`src/sv/kth_largest_min_heap_top_assert.svh`:
```
// Assertion macros for the k-th largest block.
// KTHMH_ASSERT checks a property while out of reset; KTHMH_ASSERT_ALWAYS checks it on every edge.
`ifndef KTH_LARGEST_MIN_HEAP_TOP_ASSERT_SVH
`define KTH_LARGEST_MIN_HEAP_TOP_ASSERT_SVH
`ifndef ASSERT_OFF
`define KTHMH_ASSERT(lbl, clk, rstn, prop) \
    lbl: assert property (@(posedge clk) disable iff (!rstn) prop) \
        else $error("kthmh assertion failed");
`define KTHMH_ASSERT_ALWAYS(lbl, clk, prop) \
    lbl: assert property (@(posedge clk) prop) \
        else $error("kthmh assertion failed");
`else
`define KTHMH_ASSERT(lbl, clk, rstn, prop)
`define KTHMH_ASSERT_ALWAYS(lbl, clk, prop)
`endif
`endif

```
`src/sv/kthmh_pkg.sv`:
```
`default_nettype none

package kthmh_pkg;

    // Default number of stored values.
    localparam int HEAP_DEPTH_DEF = 16;

    // Field widths.
    localparam int VALUE_W = 32;
    localparam int K_W     = 5;

    // Update command sent to every cell of the chain.
    typedef struct packed {
        logic ins;   // sorted insert of a new value
        logic rep;   // drop the minimum and insert the new value
    } op_t;

endpackage

`default_nettype wire

```
`src/sv/kthmh_cell.sv`:
```
`default_nettype none

// One cell of the sorted chain. The chain holds the stored values in
// ascending order, cell 0 holding the minimum. On an insert the cells
// above the new value shift up by one; on a replace the cells below the
// new value shift down by one, pushing the old minimum out.
module kthmh_cell (
    input  wire                                    aclk,
    input  wire kthmh_pkg::op_t                    op,
    input  wire logic signed [kthmh_pkg::VALUE_W-1:0] value_in,
    input  wire logic signed [kthmh_pkg::VALUE_W-1:0] left_val,
    input  wire logic signed [kthmh_pkg::VALUE_W-1:0] right_val,
    input  wire                                    left_b,
    input  wire                                    left_l,
    input  wire                                    valid,
    input  wire                                    right_valid,
    output logic signed [kthmh_pkg::VALUE_W-1:0]   val,
    output logic signed [kthmh_pkg::VALUE_W-1:0]   val_next,
    output logic                                   b,
    output logic                                   l
);

    logic signed [kthmh_pkg::VALUE_W-1:0] val_reg;

    // Local compares: keep place on insert, take right neighbor on replace.
    always_comb begin
        b = valid && (val_reg <= value_in);
        l = right_valid && (right_val < value_in);
        if (op.ins) begin
            if (b) begin
                val_next = val_reg;
            end else if (left_b) begin
                val_next = value_in;
            end else begin
                val_next = left_val;
            end
        end else if (op.rep) begin
            if (l) begin
                val_next = right_val;
            end else if (left_l) begin
                val_next = value_in;
            end else begin
                val_next = val_reg;
            end
        end else begin
            val_next = val_reg;
        end
    end

    // Stored value; contents matter only while the cell is valid.
    always_ff @(posedge aclk) begin
        val_reg <= val_next;
    end

    assign val = val_reg;

endmodule

`default_nettype wire

```
`src/sv/kth_largest_min_heap_top.sv`:
```
// An item marked last has its result registered onto the m_ outputs when it is accepted.
// Throughput: one item per cycle while s_ready is high; all chain cells update together.
// s_ready drops only while a result waits on the output register and m_ready is low.
// Reset (aresetn low, synchronous): fill count cleared, k_select set to 1, no result pending.
// Stored values are not cleared; cells above the fill count are never read.
`default_nettype none

module kth_largest_min_heap_top #(
    parameter int HEAP_DEPTH = kthmh_pkg::HEAP_DEPTH_DEF
) (
    input  wire                                    aclk,
    input  wire                                    aresetn,
    input  wire                                    s_valid,
    output logic                                   s_ready,
    input  wire logic signed [kthmh_pkg::VALUE_W-1:0] s_value,
    input  wire                                    s_first,
    input  wire                                    s_last,
    output logic                                   m_valid,
    input  wire                                    m_ready,
    output logic signed [kthmh_pkg::VALUE_W-1:0]   m_kth_largest,
    output logic                                   m_too_few,
    input  wire                                    cfg_valid,
    output logic                                   cfg_ready,
    input  wire logic [kthmh_pkg::K_W-1:0]         cfg_data
);

    localparam int CW = $clog2(HEAP_DEPTH + 1);
    localparam int KW = (CW > kthmh_pkg::K_W) ? CW : kthmh_pkg::K_W;

    logic [kthmh_pkg::K_W-1:0]            k_select_reg;
    logic [CW-1:0]                        fill_reg;
    logic                                 m_valid_reg;
    logic signed [kthmh_pkg::VALUE_W-1:0] m_kth_reg;
    logic                                 m_too_few_reg;

    logic                                 accept;
    logic [KW-1:0]                        k_ext;
    logic [KW-1:0]                        rank;
    logic [CW-1:0]                        fill_eff;
    logic [CW-1:0]                        fill_next;
    logic                                 do_ins;
    logic                                 do_rep;
    logic                                 too_few_next;
    kthmh_pkg::op_t                       op;

    logic signed [kthmh_pkg::VALUE_W-1:0] cell_val  [HEAP_DEPTH];
    logic signed [kthmh_pkg::VALUE_W-1:0] cell_next [HEAP_DEPTH];
    logic [HEAP_DEPTH-1:0]                cell_b;
    logic [HEAP_DEPTH-1:0]                cell_l;
    logic [HEAP_DEPTH-1:0]                cell_valid;

    assign cfg_ready = 1'b1;
    assign s_ready   = !m_valid_reg || m_ready;
    assign accept    = s_valid && s_ready;

    // Effective rank: zero acts as one, large values saturate to the depth.
    always_comb begin
        k_ext = KW'(k_select_reg);
        if (k_ext == '0) begin
            rank = KW'(1);
        end else if (k_ext > KW'(HEAP_DEPTH)) begin
            rank = KW'(HEAP_DEPTH);
        end else begin
            rank = k_ext;
        end
    end

    // Decide between insert, replacing the minimum, or dropping the value.
    always_comb begin
        fill_eff  = s_first ? '0 : fill_reg;
        do_ins    = KW'(fill_eff) < rank;
        do_rep    = !do_ins && (fill_eff != '0) && (s_value > cell_val[0]);
        op.ins    = accept && do_ins;
        op.rep    = accept && do_rep;
        fill_next = fill_eff + CW'(do_ins);
        too_few_next = KW'(fill_next) < rank;
    end

    // Chain of cells with neighbor links.
    for (genvar i = 0; i < HEAP_DEPTH; i++) begin : g_cell
        logic signed [kthmh_pkg::VALUE_W-1:0] lv;
        logic signed [kthmh_pkg::VALUE_W-1:0] rv;
        logic                                 lb;
        logic                                 ll;
        logic                                 rvld;

        assign cell_valid[i] = CW'(i) < fill_eff;

        if (i == 0) begin : g_left_end
            assign lv = s_value;
            assign lb = 1'b1;
            assign ll = 1'b1;
        end else begin : g_left
            assign lv = cell_val[i-1];
            assign lb = cell_b[i-1];
            assign ll = cell_l[i-1];
        end

        if (i == HEAP_DEPTH - 1) begin : g_right_end
            assign rv   = cell_val[i];
            assign rvld = 1'b0;
        end else begin : g_right
            assign rv   = cell_val[i+1];
            assign rvld = cell_valid[i+1];
        end

        kthmh_cell u_cell (
            .aclk        (aclk),
            .op          (op),
            .value_in    (s_value),
            .left_val    (lv),
            .right_val   (rv),
            .left_b      (lb),
            .left_l      (ll),
            .valid       (cell_valid[i]),
            .right_valid (rvld),
            .val         (cell_val[i]),
            .val_next    (cell_next[i]),
            .b           (cell_b[i]),
            .l           (cell_l[i])
        );
    end

    // Control registers: rank, fill count and result valid.
    always_ff @(posedge aclk) begin
        if (!aresetn) begin
            k_select_reg <= kthmh_pkg::K_W'(1);
            fill_reg     <= '0;
            m_valid_reg  <= 1'b0;
        end else begin
            if (cfg_valid && cfg_ready) begin
                k_select_reg <= cfg_data;
            end
            if (accept) begin
                fill_reg <= fill_next;
            end
            if (accept && s_last) begin
                m_valid_reg <= 1'b1;
            end else if (m_ready) begin
                m_valid_reg <= 1'b0;
            end
        end
    end

    // Result payload, taken from the chain's new minimum, or zero when too few values are held.
    always_ff @(posedge aclk) begin
        if (accept && s_last) begin
            m_too_few_reg <= too_few_next;
            m_kth_reg     <= too_few_next ? '0 : cell_next[0];
        end
    end

    assign m_valid       = m_valid_reg;
    assign m_kth_largest = m_kth_reg;
    assign m_too_few     = m_too_few_reg;

`include "kth_largest_min_heap_top_assert.svh"

    `KTHMH_ASSERT(a_fill_bound, aclk, aresetn, fill_reg <= CW'(HEAP_DEPTH))
    `KTHMH_ASSERT(a_too_few_zero, aclk, aresetn, (m_valid && m_too_few) |-> (m_kth_largest == '0))
    `KTHMH_ASSERT(a_last_result, aclk, aresetn, (accept && s_last) |=> m_valid)
    `KTHMH_ASSERT(a_fill_grows, aclk, aresetn, (accept && !s_first) |=> (fill_reg >= $past(fill_reg)))
    `KTHMH_ASSERT_ALWAYS(a_reset_idle, aclk, !aresetn |=> !m_valid_reg)

endmodule

`default_nettype wire
```
`config.mk`:
```
export PLATFORM = sky130hd
export DESIGN_NAME = kth_largest_min_heap_top
export DESIGN_NICKNAME = d
export VERILOG_FILES = /design/src/sv/kthmh_pkg.sv /design/src/sv/kthmh_cell.sv /design/src/sv/kth_largest_min_heap_top.sv
export VERILOG_INCLUDE_DIRS = /design/src /design/src/sv
export SDC_FILE = /design/constraint.sdc
export NUM_CORES = 2
export LEC_CHECK = 0
export BUFFER_PORTS_ARGS = -buffer_cell sky130_fd_sc_hd__buf_2
export CELL_PAD_IN_SITES_DETAIL_PLACEMENT = 1
export CELL_PAD_IN_SITES_GLOBAL_PLACEMENT = 1
export CORE_ASPECT_RATIO = 1.75
export CORE_MARGIN = 1
export CORE_UTILIZATION = 57
export CTS_BUF_LIST = sky130_fd_sc_hd__clkbuf_8
export DETAILED_ROUTE_END_ITERATION = 6
export PLACE_DENSITY = 0.88
export SLEW_MARGIN = 10
export SYNTH_ARGS = -nofsm -noshare
export SYNTH_HDL_FRONTEND = slang
export SYNTH_SLANG_ARGS = --single-unit
```
`constraint.sdc`:
```
create_clock -name aclk -period 11.2 [get_ports aclk]
set_input_delay 2.8 -clock aclk [delete_from_list [all_inputs] [get_ports aclk]]
set_output_delay 2.8 -clock aclk [all_outputs]
set_load 0.01 [all_outputs]
```
# Yosys cells after proc, flatten, opt, wreduce, memory -nomap -nowiden
# Index checks and enable logic that the tools add are counted.
# totals
ff_bits,556
in_bits,44
elab_cells,260
# classes
add_sub_neg,1
order_cmp,51
eq_ne,15
muxes,98
n_reduce_logical,74
# op_table
cell,n
$mux W32,93
$le A32 B32 Y1,16
$lt A32 B32 Y1,15
$reduce_and A3 Y1,15
$reduce_bool A3 Y1,14
$lt A4 B5 Y1 const A,8
$logic_and A1 B1 Y1,37
$gt A32 B32 Y1,1
$ne A2 B2 Y1 const B,15
$lt A3 B5 Y1 const A,4
$mux W5,3
$lt A1 B5 Y1 const A,2
$lt A2 B5 Y1 const A,2
$lt A5 B5 Y1,2
$reduce_bool A2 Y1,3
$add A5 B1 Y5,1
$gt A5 B5 Y1 const B,1
$logic_not A5 Y1,1
$reduce_bool A5 Y1,1
$logic_not A1 Y1,2
$mux W1,2
$logic_or A1 B1 Y1,1

# Longest topological paths before layout
# depth
word_depth,10
ltp_mapped,17
mapped_depth_nobuf,15

# Cells and area by module
# A second synthesis with hierarchy kept.
# unflattened
cells_unflattened,8778
area_unflattened_um2,70760.4
# by_module_without_submodules
module,n_inst,cells_each,area_per_inst_um2,seq_area_each_um2
kthmh_cell,16,529,4236.6,640.6
kth_largest_min_heap_top,1,314,2975.4,1211.2

# Worst setup path after synthesis
# Ideal clock, no wire load.
# synth_path
path_type,in2reg
startpoint,input port s_value[31] (netlist bit)
endpoint,"register g_cell[6].u_cell.val_reg, in the netlist g_cell[6].u_cell.val[0] (enable)"
t_arrival_ps,8072
setup_slack_ps,2662
stages,11
n_path_buf,2
cell_sequence,clkbuf_1 -> clkinv_1 -> ha_1 -> nand4_1 -> or2_2 -> nor3_1 -> o31ai_1 -> a211oi_1 -> clkbuf_1 -> nor3_1 -> o21ai_0
# synth_between
elab_chain_len,5
# synth_lines
element,line,rtl
from (decl),kth_largest_min_heap_top.sv:15,"input wire logic signed [kthmh_pkg::VALUE_W-1:0] s_value,"
$gt A32 B32 Y1,kth_largest_min_heap_top.sv:72,do_rep = !do_ins && (fill_eff != '0) && (s_value > cell_val[0]);
$logic_and A1 B1 Y1,kth_largest_min_heap_top.sv:72,
$logic_and A1 B1 Y1,kth_largest_min_heap_top.sv:74,op.rep = accept && do_rep;
$reduce_bool A2 Y1 (no line),-,
$reduce_and A3 Y1 (no line) (*),-,
to (signal assigned),kthmh_cell.sv:52,val_reg <= val_next;
to (decl),kthmh_cell.sv:23,logic signed [kthmh_pkg::VALUE_W-1:0] val_reg;
# Every way passes the cells marked *; elsewhere a longest branch is shown, timed or not.
# A chain may end at the register's enable or synchronous reset.

==> out/results.tsv <==
stage	metric	value	unit
outcome	status	finished, final reports clean	
synthesis	Post-Syn Area	39800	um^2
layout	register area	16300	um^2
layout	layout cells sized above 1	11.9	%
floorplan	num rows	127	
global_routing	first-pass GRT wire length	233000	um
global_routing	pin count of the biggest net entering global routing	97	
global_routing	total grt overflow	0	
critical_path	critical path arrival	8.33	ns
worst_hold_path	hold path start	m_valid	
cts	root buf cell	clkbuf_8	
cts	clk sinks	556	
critical_path	RR Startpoint	fill_reg[1]	
power_and_ir_drop	Pleak	16.9	nW
floorplan	die height	352	um
cts	CTS tree	yes	
synthesis	Yosys cell types	87	
critical_path	largest fanout on the critical path	66	
place	Post-DP HPWL	115000	um
floorplan	Die ar.	71000	um^2
synthesis	Syn Area/Cell	10.4	um^2
layout	Post-layout nets	4350	
detailed_routing	Via density	7.57	
synthesis	Syn Inst Count	3815	
cts	clock latency on the worst-skew pair	0.79	ns
synthesis	Syn. warnings	0	
sta	Worst Skew	0.0305	ns
cts	hold bufs inserted after CTS	0	
floorplan	Die W	202	um
critical_path	Critical path origin	s_first	
layout	Largest register FFs	512	
power_and_ir_drop	Pwr per Cell Area	170	nW/um^2
sta	Tcrit/Tclk final	70.2	%
critical_path	Worst setup EP type	flop	
detailed_routing	post-route ant nets	0	
detailed_routing	DRT Wirelength	155000	um
critical_path	Critical Path Start Type	input pin	
cts	post-CTS repair timing setup buffer count	0	
cts	clock buffer count from CTS	88	
sta	Slew @ Worst Pin	1.30	ns
global_routing	vias in the first global route	39600	
global_routing	GRT Overall Usage	43.4	%
job	max cap viols	0	
power_and_ir_drop	VDD IR max	106	uV
floorplan	Ports	80	
detailed_routing	Vias	36000	
detailed_routing	Pre-Repair DR Iteration Count	6	
floorplan	Starting Density	57.9	%
detailed_routing	number of DRC markers in iteration 0	2821	
synthesis	syn nets	4381	
synthesis	Seq/Total Area, Yosys	40.8	%
synthesis	Synth top area share	38.7	%
synthesis	Area contributors post-synth	edfxtp_1 39%, ha_1 16%, a221o_1 3.2%	
cts	Clock Tree Buf Depth	3	
synthesis	leading area contributor after synthesis	edfxtp_1	
critical_path	Setup Crit Path Kind	in -> reg	
sta	setup violators final	0	
global_routing	initial antenna violation count	3	
sta	max-slew violation count	0	
critical_path	setup slack, reg-to-reg	5.36	ns
sta	RSZ-0062 raised after global routing	false	
sta	Final Critical Period	7.86	ns
synthesis	ys async rst share	0	%
layout	final core area utilization	62.4	%
cts	post-CTS resize count	0	
sta	Max-Slew Margin vs Limit	13.4	%
place	I/O Buffers	78	
synthesis	Main synth FF type	edfxtp_1	
sta	FMAX	0.127	GHz
detailed_routing	WL per Instance	32.5	um
cts	Reg clk slew, reported paths	0.07	ns
layout	multi-input logic area	22200	um^2
place	gp weighted congestion	0.983	
sta	Final TNS setup	0	ns
critical_path	Worst Path Required	11.67	ns
detailed_routing	DRC	0	
floorplan	core area	68800	um^2
sta	Fin. Hold Viols	0	
worst_hold_path	worst min path class	reg -> reg	
synthesis	Seq cells post-synth	556	
layout	area growth from synthesis to layout	7.79	%
layout	fillers	7363	
synthesis	EDFF count, synth	513	
cts	CTS HTree Levels	3	
==> path summary, 6_finish.rpt <==
check                                            endpoint  depth (start not counted)
worst min register to register                    m_valid                          2
worst max register to register   g_cell[13].u_cell.val[3]                         12
worst max-delay path            g_cell[10].u_cell.val[31]                         14
worst min-delay path                              m_valid                          2
==> area by class of cell <==
type                            count  share of cell area, %
Multi-Input combinational cell   2834                   51.7
Sequential cell                   556                   37.9
Clock buffer                       95                   3.05
Tap cell                          903                   2.63
Timing Repair Buffer              175                   2.61
Inverter                          129                   1.13
Clock inverter                     66                   1.03
Antenna cell                        1                0.00583
==> metal layers <==
layer	GRT usage, %	vias to the layer above	wire [um]
met3	7.73	874	10300
met5	0	-	27
met2	76.8	1926	77800
met1	41.6	17800	49500
met4	43.9	4	17000
li1	-	15400	-
==> kinds of logic after synthesis <==
| family | share of synthesized area (%) |
|---|---|
| other | 0.00942 |
| AOI/OAI and AO/OA | 23.2 |
| DFF | 40.8 |
| buffers and inverters | 4.24 |
| muxes | 1.35 |
| and+or+nand+nor | 13.9 |
| adders and majority gates | 16.4 |
| xor gates and xnor gates | 0.0660 |
==> report_power, final <==
group	switching, mW	internal [mW]
Sequential	0.380	2.79
Clock	0.930	0.922
Combinational	1.41	0.844
Total	2.72	4.56
==> stage by stage <==
stage	cell area (um^2)	setup WS (ns)	total power [mW]	hold slack (ns)	std cells
floorplan	39800	2.66	4.51	0.476	3815
global placement	41200	3.07	5.18	0.491	4597
detailed placement	41200	2.90	5.36	0.519	4597
CTS	42900	3.61	7.21	0.537	4758
global route	42900	3.25	7.54	0.568	4759
finish	42900	3.34	7.28	0.533	4759
==> cell usage in the layout (no fill, tap or decap), drive strengths merged, types with 38 or more instances in the layout <==
master	count
ha	522
edfxtp	513
a21oi	215
o21ai	183
buf	175
nand2	155
inv	140
nand3	131
a221o	129
nand4	115
and2	101
and3	98
clkbuf	95
a21o	91
nor2	91
o211ai	85
nor4	82
a31oi	75
o221a	67
a32oi	64
nor3	64
nor2b	47
clkinv	47
nand2b	46
dfxtp	43
o22ai	41
o31ai	38
==> Yosys cell counts, types with 81 or more instances <==
| library cell | instances |
|---|---|
| nand2_1 | 155 |
| a21o_1 | 91 |
| inv_1 | 98 |
| and3_1 | 97 |
| and2_1 | 85 |
| nor2_1 | 91 |
| edfxtp_1 | 513 |
| o211ai_1 | 85 |
| ha_1 | 522 |
| nor4_1 | 81 |
| clkbuf_1 | 252 |
| nand3_1 | 131 |
| a221o_1 | 129 |
| nand4_1 | 115 |
| o21ai_0 | 166 |
| a21oi_1 | 215 |
==> worst max-delay path, stage by stage <==
cell	delay (ns)
buf_2	0.50
nand2b_1	0.35
inv_1	0.28
ha_1	0.33
a2111oi_4	0.42
o2111ai_2	0.21
nand2_1	0.14
and2_2	0.51
buf_4	0.66
and3_1	0.28
o31a_1	0.15
buf_4	0.38
a21o_1	0.92
o211ai_1	0.29
No activity file was read; power rests on OpenSTA's default activity.
